### config.mk
export PLATFORM = sky130hd
export DESIGN_NAME = crank_cam_tooth_sync_decoder_core
export DESIGN_NICKNAME = d
export VERILOG_FILES = /design/src/rtl/cctsd_pkg.sv /design/src/rtl/crank_cam_tooth_sync_decoder_core.sv
export SDC_FILE = /design/constraint.sdc
export NUM_CORES = 1
export LEC_CHECK = 0
export BUFFER_PORTS_ARGS = -buffer_cell sky130_fd_sc_hd__buf_4
export CAP_MARGIN = 20
export CORE_MARGIN = 2
export CORE_UTILIZATION = 59
export CTS_CLUSTER_DIAMETER = 200
export DETAILED_ROUTE_END_ITERATION = 10
export GPL_TIMING_DRIVEN = 0
export PLACE_DENSITY_LB_ADDON = 0.3
export SKIP_CTS_REPAIR_TIMING = 1
export SYNTH_ARGS = -nofsm -noshare
export SYNTH_HDL_FRONTEND = slang
export SYNTH_SLANG_ARGS = --single-unit
### constraint.sdc
create_clock -name clk_i -period 20.5 [get_ports clk_i]
set_clock_uncertainty 0.1 [all_clocks]
set_input_delay 4.1 -clock clk_i [delete_from_list [all_inputs] [get_ports clk_i]]
set_output_delay 4.1 -clock clk_i [all_outputs]
set_load 0.02 [all_outputs]
### src/rtl/cctsd_pkg.sv
package cctsd_pkg;

  // Filter start values and speed thresholds
  localparam logic [31:0] PRI_FILTER_START = 32'd1500;
  localparam logic [31:0] SEC_FILTER_START = 32'd833;
  localparam logic [15:0] LOW_RPM_LITE     = 16'd1400;

  // Tooth count before the first edge (no sync yet)
  localparam logic [6:0] TOOTH_NONE   = 7'd99;
  localparam logic [6:0] TEETH_FOUR   = 7'd8;
  localparam logic [6:0] TEETH_SIX    = 7'd12;

  // Degrees spanned by the last tooth gap
  localparam logic [7:0] ANGLE_ODD    = 8'd70;
  localparam logic [7:0] ANGLE_EVEN4  = 8'd110;
  localparam logic [7:0] ANGLE_EVEN6  = 8'd50;
  localparam logic [7:0] ANGLE_START  = 8'd180;

  localparam int unsigned REG_ADDR_W = 5;

  typedef enum logic [2:0] {
    REG_SIX_CYLINDER    = 3'd0,
    REG_FILTER_LEVEL    = 3'd1,
    REG_CRANK_LOCK      = 3'd2,
    REG_STAGE_CYCLES    = 3'd3,
    REG_RESYNC_ENABLE   = 3'd4,
    REG_CRANK_RPM_LIMIT = 3'd5
  } cfg_reg_e;

  typedef enum logic [1:0] {
    FILT_OFF        = 2'd0,
    FILT_LITE       = 2'd1,
    FILT_MEDIUM     = 2'd2,
    FILT_AGGRESSIVE = 2'd3
  } filt_level_e;

  typedef enum logic {
    EDGE_CRANK = 1'b0,
    EDGE_CAM   = 1'b1
  } edge_src_e;

  typedef struct packed {
    logic        opcode;
    logic [31:0] timestamp_us;
    logic        crank_level;
    logic        cam_level;
    logic [15:0] engine_rpm;
    logic        cranking;
  } in_item_t;

  typedef struct packed {
    logic        accepted;
    logic [6:0]  tooth_number;
    logic        synced;
    logic [7:0]  tooth_angle_deg;
    logic [3:0]  coil_end_mask;
    logic [7:0]  sync_loss_count;
    logic [31:0] tooth_gap_us;
  } out_item_t;

  // Gap times a small constant, shifted down, saturated to 32 bits
  function automatic logic [31:0] scale_sat(logic [31:0] gap, logic [3:0] mul,
                                            logic [2:0] sh);
    logic [35:0] prod;
    logic [35:0] shifted;
    prod    = {4'b0, gap} * {32'b0, mul};
    shifted = prod >> sh;
    return (|shifted[35:32]) ? 32'hFFFF_FFFF : shifted[31:0];
  endfunction

endpackage

### src/rtl/crank_cam_tooth_sync_decoder_core.sv
// Crank and cam tooth sync decoder.
// Input channel: in_valid_i / in_stall_o carry one edge item (source, timestamp,
// pin levels, speed, cranking flag). Output channel: out_valid_o / out_stall_i
// return exactly one result item per edge item, in order.
// An item is taken into an input register; from there the filter, tooth count,
// sync and window logic acts on it against the decoder state, updates that
// state and loads the result register, which drives out_valid_o, once that
// register is free. One item per cycle is sustained while the receiver does
// not stall, since the state update for one edge completes between the two
// registers.
// When the receiver stalls, the result register holds its item and the input
// register can still take one more item; only then does in_stall_o rise.
// Reset clears both registers and returns the decoder to tooth 99 (no sync),
// filter windows to their start values and all registers of the APB port
// to their defaults. Registers sit at byte address 4*index; pready is always
// high and unknown addresses read zero and ignore writes.
module crank_cam_tooth_sync_decoder_core (
  input  logic                                clk_i,
  input  logic                                rst_ni,
  input  logic                                in_valid_i,
  output logic                                in_stall_o,
  input  cctsd_pkg::in_item_t                 in_item_i,
  output logic                                out_valid_o,
  input  logic                                out_stall_i,
  output cctsd_pkg::out_item_t                out_item_o,
  input  logic                                psel,
  input  logic                                penable,
  input  logic                                pwrite,
  input  logic [cctsd_pkg::REG_ADDR_W-1:0]    paddr,
  input  logic [31:0]                         pwdata,
  output logic [31:0]                         prdata,
  output logic                                pready
);
  import cctsd_pkg::*;

  // Configuration registers
  logic        six_cyl_q;
  logic [1:0]  filt_level_q;
  logic        crank_lock_q;
  logic [7:0]  stage_cycles_q;
  logic        resync_q;
  logic [15:0] rpm_limit_q;

  // Pipeline registers
  logic      in_valid_q;
  in_item_t  in_item_q;
  logic      out_valid_q;
  out_item_t out_item_q;
  out_item_t out_item_d;
  logic      advance;
  logic      step;

  // Decoder state
  logic [6:0]  tooth_q, tooth_d;
  logic [31:0] last_tooth_q, last_tooth_d;
  logic [31:0] crank_win_q, crank_win_d;
  logic [31:0] cam_win_q, cam_win_d;
  logic [31:0] last_cam_q, last_cam_d;
  logic [15:0] rev_q, rev_d;
  logic        sync_q, sync_d;
  logic        half_q, half_d;
  logic [7:0]  angle_q, angle_d;
  logic [7:0]  loss_q, loss_d;

  // Working signals
  logic [31:0] gap_crank, gap_cam, gap;
  logic [6:0]  teeth, tooth_inc;
  logic        odd;
  logic        lite;
  logic        acc;
  logic [3:0]  mask;
  logic        wr_en;

  assign pready = 1'b1;
  assign wr_en  = psel && penable && pwrite;

  // APB register file
  always_ff @(posedge clk_i or negedge rst_ni) begin
    if (!rst_ni) begin
      six_cyl_q      <= 1'b0;
      filt_level_q   <= FILT_LITE;
      crank_lock_q   <= 1'b0;
      stage_cycles_q <= 8'd0;
      resync_q       <= 1'b0;
      rpm_limit_q    <= 16'd400;
    end else if (wr_en) begin
      unique case (paddr[REG_ADDR_W-1:2])
        REG_SIX_CYLINDER:    six_cyl_q      <= pwdata[0];
        REG_FILTER_LEVEL:    filt_level_q   <= pwdata[1:0];
        REG_CRANK_LOCK:      crank_lock_q   <= pwdata[0];
        REG_STAGE_CYCLES:    stage_cycles_q <= pwdata[7:0];
        REG_RESYNC_ENABLE:   resync_q       <= pwdata[0];
        REG_CRANK_RPM_LIMIT: rpm_limit_q    <= pwdata[15:0];
        default: ;
      endcase
    end
  end

  always_comb begin
    unique case (paddr[REG_ADDR_W-1:2])
      REG_SIX_CYLINDER:    prdata = {31'b0, six_cyl_q};
      REG_FILTER_LEVEL:    prdata = {30'b0, filt_level_q};
      REG_CRANK_LOCK:      prdata = {31'b0, crank_lock_q};
      REG_STAGE_CYCLES:    prdata = {24'b0, stage_cycles_q};
      REG_RESYNC_ENABLE:   prdata = {31'b0, resync_q};
      REG_CRANK_RPM_LIMIT: prdata = {16'b0, rpm_limit_q};
      default:             prdata = 32'b0;
    endcase
  end

  // Handshake: the result register frees when empty or taken
  assign advance    = !out_valid_q || !out_stall_i;
  assign in_stall_o = in_valid_q && !advance;
  assign step       = in_valid_q && advance;

  assign out_valid_o = out_valid_q;
  assign out_item_o  = out_item_q;

  // Edge processing against the decoder state
  assign gap_crank = in_item_q.timestamp_us - last_tooth_q;
  assign gap_cam   = in_item_q.timestamp_us - last_cam_q;
  assign teeth     = six_cyl_q ? TEETH_SIX : TEETH_FOUR;
  assign lite      = (filt_level_q == FILT_LITE) || (in_item_q.engine_rpm < LOW_RPM_LITE);

  always_comb begin
    tooth_d      = tooth_q;
    last_tooth_d = last_tooth_q;
    crank_win_d  = crank_win_q;
    cam_win_d    = cam_win_q;
    last_cam_d   = last_cam_q;
    rev_d        = rev_q;
    sync_d       = sync_q;
    half_d       = half_q;
    angle_d      = angle_q;
    loss_d       = loss_q;
    acc          = 1'b0;
    mask         = 4'b0;
    odd          = 1'b0;
    tooth_inc    = tooth_q + 7'd1;
    gap          = gap_cam;

    if (in_item_q.opcode == EDGE_CRANK) begin
      gap = gap_crank;
      if (gap_crank >= crank_win_q || rev_q == 16'd0) begin
        acc          = 1'b1;
        crank_win_d  = gap_crank >> 2;
        last_tooth_d = in_item_q.timestamp_us;
        // Wrap to tooth one after a full revolution of edges
        if (tooth_inc == 7'd1 || tooth_inc > teeth) begin
          tooth_inc = 7'd1;
          rev_d     = rev_q + 16'd1;
        end
        tooth_d = tooth_inc;
        odd     = tooth_inc[0] && (tooth_inc <= 7'd11);

        if (sync_q) begin
          // Wasted-spark coil ends while cranking
          if (in_item_q.cranking && crank_lock_q && rev_d >= {8'b0, stage_cycles_q}) begin
            if (!six_cyl_q) begin
              if (tooth_inc == 7'd1 || tooth_inc == 7'd5)      mask = 4'h5;
              else if (tooth_inc == 7'd3 || tooth_inc == 7'd7) mask = 4'hA;
            end else begin
              if (tooth_inc == 7'd1 || tooth_inc == 7'd7)       mask = 4'h1;
              else if (tooth_inc == 7'd3 || tooth_inc == 7'd9)  mask = 4'h2;
              else if (tooth_inc == 7'd5 || tooth_inc == 7'd11) mask = 4'h4;
            end
          end

          angle_d = odd ? ANGLE_ODD : (six_cyl_q ? ANGLE_EVEN6 : ANGLE_EVEN4);
          // Pick the next crank window from the gap and filter strength
          if (lite) begin
            if (odd)             crank_win_d = six_cyl_q ? (gap_crank >> 2) : gap_crank;
            else if (!six_cyl_q) crank_win_d = scale_sat(gap_crank, 4'd3, 3'd3);
            else                 crank_win_d = gap_crank >> 1;
          end else if (filt_level_q == FILT_MEDIUM) begin
            if (odd)             crank_win_d = six_cyl_q ? (gap_crank >> 1)
                                                         : scale_sat(gap_crank, 4'd5, 3'd2);
            else if (!six_cyl_q) crank_win_d = gap_crank >> 1;
            else                 crank_win_d = scale_sat(gap_crank, 4'd3, 3'd2);
          end else if (filt_level_q == FILT_AGGRESSIVE) begin
            if (odd)             crank_win_d = six_cyl_q ? (gap_crank >> 1)
                                                         : scale_sat(gap_crank, 4'd11, 3'd3);
            else if (!six_cyl_q) crank_win_d = scale_sat(gap_crank, 4'd9, 3'd5);
            else                 crank_win_d = gap_crank;
          end else begin
            crank_win_d = 32'd0;
          end
        end else begin
          // Hunt for a known tooth from the pin levels
          cam_win_d = 32'd0;
          if (in_item_q.crank_level) begin
            half_d = in_item_q.cam_level;
          end else if (half_q) begin
            if (!in_item_q.cam_level) begin
              if (!six_cyl_q) tooth_d = 7'd1;
            end else if (!six_cyl_q) begin
              tooth_d = 7'd5;
            end else begin
              tooth_d = 7'd2;
              sync_d  = 1'b1;
            end
          end
        end
      end
    end else begin
      if (gap_cam >= cam_win_q) begin
        acc        = 1'b1;
        last_cam_d = in_item_q.timestamp_us;
        cam_win_d  = gap_cam >> 1;
        if (!sync_q) begin
          crank_win_d = PRI_FILTER_START;
          cam_win_d   = gap_cam >> 2;
          if (in_item_q.crank_level) begin
            if (six_cyl_q ? (tooth_q == 7'd7) : (tooth_q == 7'd8)) sync_d = 1'b1;
          end else if (!six_cyl_q && tooth_q == 7'd5) begin
            sync_d = 1'b1;
          end
        end
        // Drop four cylinder sync on a cam edge with crank high away from tooth eight, when slow or with resync on
        if (in_item_q.engine_rpm < rpm_limit_q || resync_q) begin
          if (sync_d && !six_cyl_q && in_item_q.crank_level && tooth_q != 7'd8) begin
            sync_d = 1'b0;
            loss_d = loss_q + 8'd1;
          end
        end
      end
    end

    out_item_d.accepted        = acc;
    out_item_d.tooth_number    = tooth_d;
    out_item_d.synced          = sync_d;
    out_item_d.tooth_angle_deg = angle_d;
    out_item_d.coil_end_mask   = mask;
    out_item_d.sync_loss_count = loss_d;
    out_item_d.tooth_gap_us    = gap;
  end

  // Pipeline control and decoder state
  always_ff @(posedge clk_i or negedge rst_ni) begin
    if (!rst_ni) begin
      in_valid_q   <= 1'b0;
      out_valid_q  <= 1'b0;
      tooth_q      <= TOOTH_NONE;
      last_tooth_q <= 32'd0;
      crank_win_q  <= PRI_FILTER_START;
      cam_win_q    <= SEC_FILTER_START;
      last_cam_q   <= 32'd0;
      rev_q        <= 16'd0;
      sync_q       <= 1'b0;
      half_q       <= 1'b0;
      angle_q      <= ANGLE_START;
      loss_q       <= 8'd0;
    end else begin
      if (!in_stall_o) begin
        in_valid_q <= in_valid_i;
      end
      if (advance) begin
        out_valid_q <= in_valid_q;
      end
      if (step) begin
        tooth_q      <= tooth_d;
        last_tooth_q <= last_tooth_d;
        crank_win_q  <= crank_win_d;
        cam_win_q    <= cam_win_d;
        last_cam_q   <= last_cam_d;
        rev_q        <= rev_d;
        sync_q       <= sync_d;
        half_q       <= half_d;
        angle_q      <= angle_d;
        loss_q       <= loss_d;
      end
    end
  end

  // Payload registers
  always_ff @(posedge clk_i) begin
    if (in_valid_i && !in_stall_o) begin
      in_item_q <= in_item_i;
    end
    if (step) begin
      out_item_q <= out_item_d;
    end
  end

  // The loss counter moves only when sync is dropped
  a_loss_on_drop: assert property (@(posedge clk_i) disable iff (!rst_ni)
    (loss_q != $past(loss_q)) |-> ($past(sync_q) && !sync_q))
    else $error("sync loss counted without a sync drop");

  // Tooth count is either the no-sync marker or a real tooth
  a_tooth_range: assert property (@(posedge clk_i) disable iff (!rst_ni)
    (tooth_q == TOOTH_NONE) || (tooth_q >= 7'd1 && tooth_q <= TEETH_SIX))
    else $error("tooth count out of range");

  // A result appears only for an item held in the input register
  a_result_source: assert property (@(posedge clk_i) disable iff (!rst_ni)
    $rose(out_valid_q) |-> $past(in_valid_q))
    else $error("result without an input item");

  // Coil ends come only from accepted edges with sync held
  a_mask_synced: assert property (@(posedge clk_i) disable iff (!rst_ni)
    (out_valid_q && out_item_q.coil_end_mask != 4'b0) |->
      (out_item_q.accepted && out_item_q.synced))
    else $error("coil end without sync");

endmodule

Word-level counts from Yosys, hierarchy flattened --
Index checks and enable logic that the tools add are counted.
Storage, ports and cells: register bits after elaboration 313, input bits 96, output and inout port bits 96, word-level logic and storage cells 191
Operators by class: $add $sub $neg 5, multipliers 4, order comparisons 7, equal/unequal tests 22, multiplexer cells 76, bitwise logic cells 4, reduce and logical (&&, ||, !) cells 42
Operators with widths (number):
- 2-to-1 mux 32 bit | 23
- case mux 16 bit (6 select lines) | 1
- 2-to-1 mux 7 bit | 12
- multiplier 32 x 4 -> 36 bit (second input constant) | 2
- >= comparator 32 bit | 2
- subtractor 32 bit | 2
- 2-to-1 mux 31 bit | 2
- 2-to-1 mux 8 bit | 7
- 2-to-1 mux 16 bit | 3
- multiplier 32 x 3 -> 35 bit (second input constant) | 1
- multiplier 32 x 2 -> 34 bit (second input constant) | 1
- == test 7 x 3 -> 1 bit (second input constant) | 4
- == test 7 x 4 -> 1 bit (second input constant) | 3
- 2-to-1 mux 1 bit | 20
- adder 16 x 1 -> 16 bit (second input constant) | 1
- >= comparator 16 x 8 -> 1 bit | 1
- zero test 16 bit | 1
- < comparator 16 x 11 -> 1 bit (second input constant) | 1
- < comparator 16 bit | 1
- 2-to-1 mux 3 bit | 5
- == test 7 x 1 -> 1 bit (second input constant) | 2
- logical AND 1 bit | 12
- 2-to-1 mux 4 bit | 3
- AND reduction 2 bit | 6
- other kinds (22) | 44

Depth between registers and ports, before layout --
depth after elaboration 15, mapped depth 30, gate-level depth less buffers 29

Worst setup path before layout --
Ideal clock, no wire load.
kind input to output, start point in paddr[4] (netlist name), end point out prdata[10], arrival time 4949 ps, data required time 16300 ps, slack 11351 ps, cell stages on the path 4, path buffers 1, cells stage by stage nor2b_1 -> clkbuf_1 -> nand2_1 -> nor2_1
On the way: longest elaborated chain between the ends 2, elaborated cells on any way between the ends 7, classes of those cells eq/ne: 5; mux: 1; reduce/logical: 1
Ends and longest elaborated chain:
- from (decl) | line crank_cam_tooth_sync_decoder_core.sv:29 | input logic [cctsd_pkg::REG_ADDR_W-1:0] paddr,
- == test 3 bit, or another cell as far along | line crank_cam_tooth_sync_decoder_core.sv:100 | unique case (paddr[REG_ADDR_W-1:2])
- case mux 16 bit (6 select lines) * | line crank_cam_tooth_sync_decoder_core.sv:100
- to (decl) | line crank_cam_tooth_sync_decoder_core.sv:31 | output logic [31:0] prdata,
Mark *: on every way between the ends. The rest lies on a longest branch, timed or not.

Worst setup path in the final report --
start point in paddr[4] (netlist name), end point out prdata[13]
Same word-level chain as after synthesis.

==> metrics.txt <==
# TYPE chip_impl_metric gauge
chip_impl_metric{name="post_synth_num_cell_types",unit=""} 115
chip_impl_metric{name="cpPeakStageDelay",unit="ns"} 0.32
chip_impl_metric{name="route.detailed.vias_per_inst",unit=""} 6.51
chip_impl_metric{name="tritoncts.num_buffers",unit=""} 37
chip_impl_metric{name="cp.required",unit="ns"} 16.30
chip_impl_metric{name="synthXorXnorAreaFrac",unit=""} 0.0632
chip_impl_metric{name="maximum_number_of_pins_on_one_net_before_global_route_repair",unit=""} 102
chip_impl_metric{name="synthesis.yosys.warnings",unit=""} 0
chip_impl_metric{name="portBuffers",unit=""} 156
chip_impl_metric{name="final_count_of_negative_setup_slack_endpoints",unit=""} 0
chip_impl_metric{name="drv_slew",unit=""} 0
chip_impl_metric{name="final-seq-area",unit="sq um"} 8400
chip_impl_info{name="crit_family",value="simple AND/OR/NAND/NOR gates"} 1
chip_impl_info{name="final_cell_mix",value="nand2_1, ha_1, inv_1"} 1
chip_impl_metric{name="synthesis.area",unit="sq um"} 29400
chip_impl_metric{name="worst-r2r-setup-slack",unit="ns"} 12.16
chip_impl_metric{name="final.setup.tns",unit="ns"} 0
chip_impl_info{name="grt_setup_unrepaired",value="no"} 1
chip_impl_info{name="rr_endpoint",value="rev_q[1]"} 1
chip_impl_info{name="postSynth.topFlopCell",value="dfrtp_1"} 1
chip_impl_info{name="reg2reg_from",value="in_item_q[19]"} 1
chip_impl_metric{name="timing_hold_violations_final",unit=""} 0
chip_impl_metric{name="n_fill_cell",unit=""} 4183
chip_impl_metric{name="antenna_cells_inserted",unit=""} 0
chip_impl_metric{name="clk_transition_reported_paths",unit="ns"} 0.05
chip_impl_info{name="path_class",value="in -> out"} 1
chip_impl_metric{name="die_area",unit="sq um"} 51600
chip_impl_metric{name="post_drt_wl_per_cell",unit="microns"} 24.1
chip_impl_metric{name="first_global_vias",unit=""} 26700
chip_impl_metric{name="muxShareOfSynthArea",unit=""} 0.0211
chip_impl_info{name="cts_tree",value="done"} 1
chip_impl_metric{name="whs_path_depth",unit=""} 1
chip_impl_metric{name="cp.arrival",unit="ns"} 5.40
chip_impl_metric{name="multi_input_comb_area",unit="sq um"} 19100
chip_impl_metric{name="synthAdderAreaFrac",unit=""} 0.168
chip_impl_metric{name="maxClockFrequency",unit="GHz"} 0.104
chip_impl_info{name="ctsRootBufferMaster",value="clkbuf_16"} 1
chip_impl_metric{name="synth_compound_area_frac",unit=""} 0.246
chip_impl_metric{name="die_w",unit="microns"} 227
chip_impl_metric{name="rows",unit=""} 81
chip_impl_metric{name="antenna_left",unit=""} 0
chip_impl_metric{name="number_of_antenna_violations_at_the_first_check_in_global_routing",unit=""} 1
chip_impl_metric{name="syn2layout_area_growth",unit="%"} 11.7
chip_impl_info{name="worst_hold_startpoint",value="angle_q[0]"} 1
chip_impl_metric{name="num_vias",unit=""} 28600
chip_impl_info{name="mostFrequentLayoutCell",value="nand2_1"} 1
chip_impl_info{name="worstPathCellList",value="buf_4 -> nor2b_1 -> clkbuf_1 -> nand2_1 -> nor2_1 -> buf_4"} 1
chip_impl_metric{name="clk_path_buf_depth",unit=""} 3
chip_impl_metric{name="io_pins",unit=""} 192
chip_impl_metric{name="worstMarginPinSlew",unit="ns"} 1.25
chip_impl_metric{name="period_share",unit=""} 0.468
chip_impl_metric{name="post_route_cells_drive_above_1_share",unit=""} 0.112
chip_impl_metric{name="nets",unit=""} 4173
chip_impl_metric{name="synth-seq-cells",unit=""} 312
chip_impl_metric{name="wire_length_of_the_first_global_routing_pass",unit="mm"} 157
chip_impl_metric{name="die_h",unit="microns"} 227
chip_impl_metric{name="timing.final.crit_period",unit="ns"} 9.60
chip_impl_metric{name="firstDrtPassIters",unit=""} 7
chip_impl_info{name="cp_max_stage_cell",value="nand2_1"} 1
chip_impl_metric{name="asyncSetResetFlopFracSynth",unit=""} 0.638
chip_impl_metric{name="cts-htree-levels",unit=""} 2
chip_impl_info{name="worstHoldEndpoint",value="angle_q[0]"} 1
chip_impl_metric{name="grt.total_usage",unit=""} 0.404
chip_impl_metric{name="weighted_congestion_at_the_end_of_routability_driven_global_placement",unit=""} 1.06
chip_impl_info{name="end_kind",value="primary output"} 1
chip_impl_metric{name="initial_utilization",unit=""} 0.599
chip_impl_metric{name="post_synth_and_or_nand_nor_area_fraction",unit=""} 0.148
chip_impl_metric{name="grt_overflow",unit=""} 0
chip_impl_metric{name="clk_latency",unit="ns"} 0.57
chip_impl_metric{name="cp_num_buf_inv",unit=""} 3
chip_impl_info{name="synth_top_family_by_area",value="compound AO/OA/AOI/OAI gates"} 1
chip_impl_info{name="hp_class",value="reg -> reg"} 1
chip_impl_metric{name="fp.coreArea",unit="sq um"} 49100
chip_impl_metric{name="ys_seq_area_frac",unit=""} 0.286
chip_impl_metric{name="post-dp-hpwl",unit="mm"} 81.3
chip_impl_metric{name="tritoncts_num_sinks",unit=""} 312
chip_impl_info{name="crit_top_cell",value="buf_4"} 1
chip_impl_metric{name="syn-instance-count",unit=""} 3484
chip_impl_metric{name="synth_enable_flop_cells",unit=""} 113
chip_impl_metric{name="drt_iter0_drc",unit=""} 3492
chip_impl_info{name="worst_setup_path_start_kind",value="input port"} 1
chip_impl_metric{name="drt_drc_violations_left",unit=""} 0
chip_impl_metric{name="timing.slew.headroom",unit=""} 0.166
chip_impl_metric{name="rr_worst_depth",unit=""} 23
chip_impl_metric{name="max_cap_violations",unit=""} 0
chip_impl_metric{name="path_max_fanout",unit=""} 9
chip_impl_info{name="outcome",value="finished clean"} 1
chip_impl_metric{name="avgSynthCellArea",unit="sq um"} 8.43
chip_impl_metric{name="totalWireLength",unit="mm"} 106
-- cell families after synthesis --
family	Yosys count
buffers and inverters	486
DFF	312
adders and majority gates	374
and+or+nand+nor	939
other	2
muxes	55
AOI/OAI and AO/OA	1113
xor gates and xnor gates	203
-- sequential cells by signal (all words and copies together), names as in the netlist, 2 cells and up --
| signal | cells |
|---|---|
| stage_cycles_q | 8 |
| tooth_q | 7 |
| filt_level_q | 2 |
| rpm_limit_q | 16 |
| out_item_o | 61 |
| loss_q | 8 |
| in_item_q | 52 |
| last_tooth_q | 32 |
| angle_q | 8 |
| rev_q | 16 |
| last_cam_q | 32 |
| crank_win_q | 32 |
| cam_win_q | 31 |
-- cell usage after synthesis, drive strengths merged, types with 20 or more instances --
cell type	number	share of area
xor2	76	0.023
o21bai	21	0.0058
ha	339	0.14
mux2i	28	0.0095
buf	65	0.013
nor2b	28	0.0060
edfxtp	113	0.12
clkbuf	85	0.011
nor2	217	0.028
dfrtp	176	0.15
fa	35	0.024
a21o	92	0.024
inv	335	0.043
nor3	62	0.011
o22ai	21	0.0045
xnor2	127	0.040
a31oi	46	0.010
dfstp	23	0.021
nand3	73	0.012
o211ai	43	0.011
and3	20	0.0043
o21a	29	0.0075
nand2	372	0.048
a211oi	37	0.011
a21oi	284	0.050
mux2	24	0.0092
nand2b	29	0.0062
nand4	43	0.0094
o21ai	337	0.058
-- cell type report --
| class | instances | share of cell area |
|---|---|---|
| buffer | 150 | 0.0214 |
| clock buffer | 50 | 0.0310 |
| clock inverter | 18 | 0.00645 |
| inverter | 336 | 0.0386 |
| multi-input combinational | 2701 | 0.582 |
| sequential | 312 | 0.256 |
| tap | 664 | 0.0253 |
| timing repair buffer | 165 | 0.0390 |
-- worst reg2reg max path, cell delays in order (launching register included) --
cell and delay, ns:
edfxtp_1 0.36, inv_1 0.12, ha_1 0.22, inv_1 0.07
fa_1 0.42, a211oi_1 0.35, o21bai_1 0.18, a21oi_4 0.25
o21ai_1 0.25, a211oi_4 0.41, xor2_2 0.62, inv_1 0.43
ha_1 0.42, nand4_1 0.16, nor3_1 0.33, o221ai_1 0.21
o21ba_2 0.41, o31ai_2 0.17, a21oi_1 0.39, buf_2 0.43
clkbuf_1 0.84, clkbuf_1 0.80, nand2_1 0.20, o21ai_0 0.12
-- layer usage --
metal  vias up  GRT usage  share of wire
met3       342     0.0756          0.099
met4         0      0.215          0.059
met2      1654      0.626           0.44
li1      13000          -              -
met1     13600      0.539           0.40
met5         -          0              0
-- worst max path at each step --
stage	depth (start not counted)	slack (ns)	end	from
3_3_place_gp	6	10.97	prdata[14]	paddr[4]
4_1_cts	6	10.98	prdata[13]	paddr[4]
2_1_floorplan	4	11.35	prdata[10]	paddr[4]
3_5_place_dp	6	10.99	prdata[13]	paddr[4]
5_1_grt	6	10.80	prdata[13]	paddr[4]
6_report	6	10.90	prdata[13]	paddr[4]
-- through the flow --
step,util,cell area [sq um],cells,setup WS (ns),hold WS [ns]
3_3_place_gp,0.640,31400,4319,10.97,0.361
5_1_grt,0.669,32800,4396,10.80,0.389
2_1_floorplan,-,29400,3499,11.35,0.325
6_report,0.669,32800,4396,10.90,0.375
4_1_cts,0.669,32800,4396,10.98,0.383
3_5_place_dp,0.644,31600,4328,10.99,0.369
Power is not shown: default switching activity piles up to over one toggle a cycle in this logic, so the estimate is an artifact.
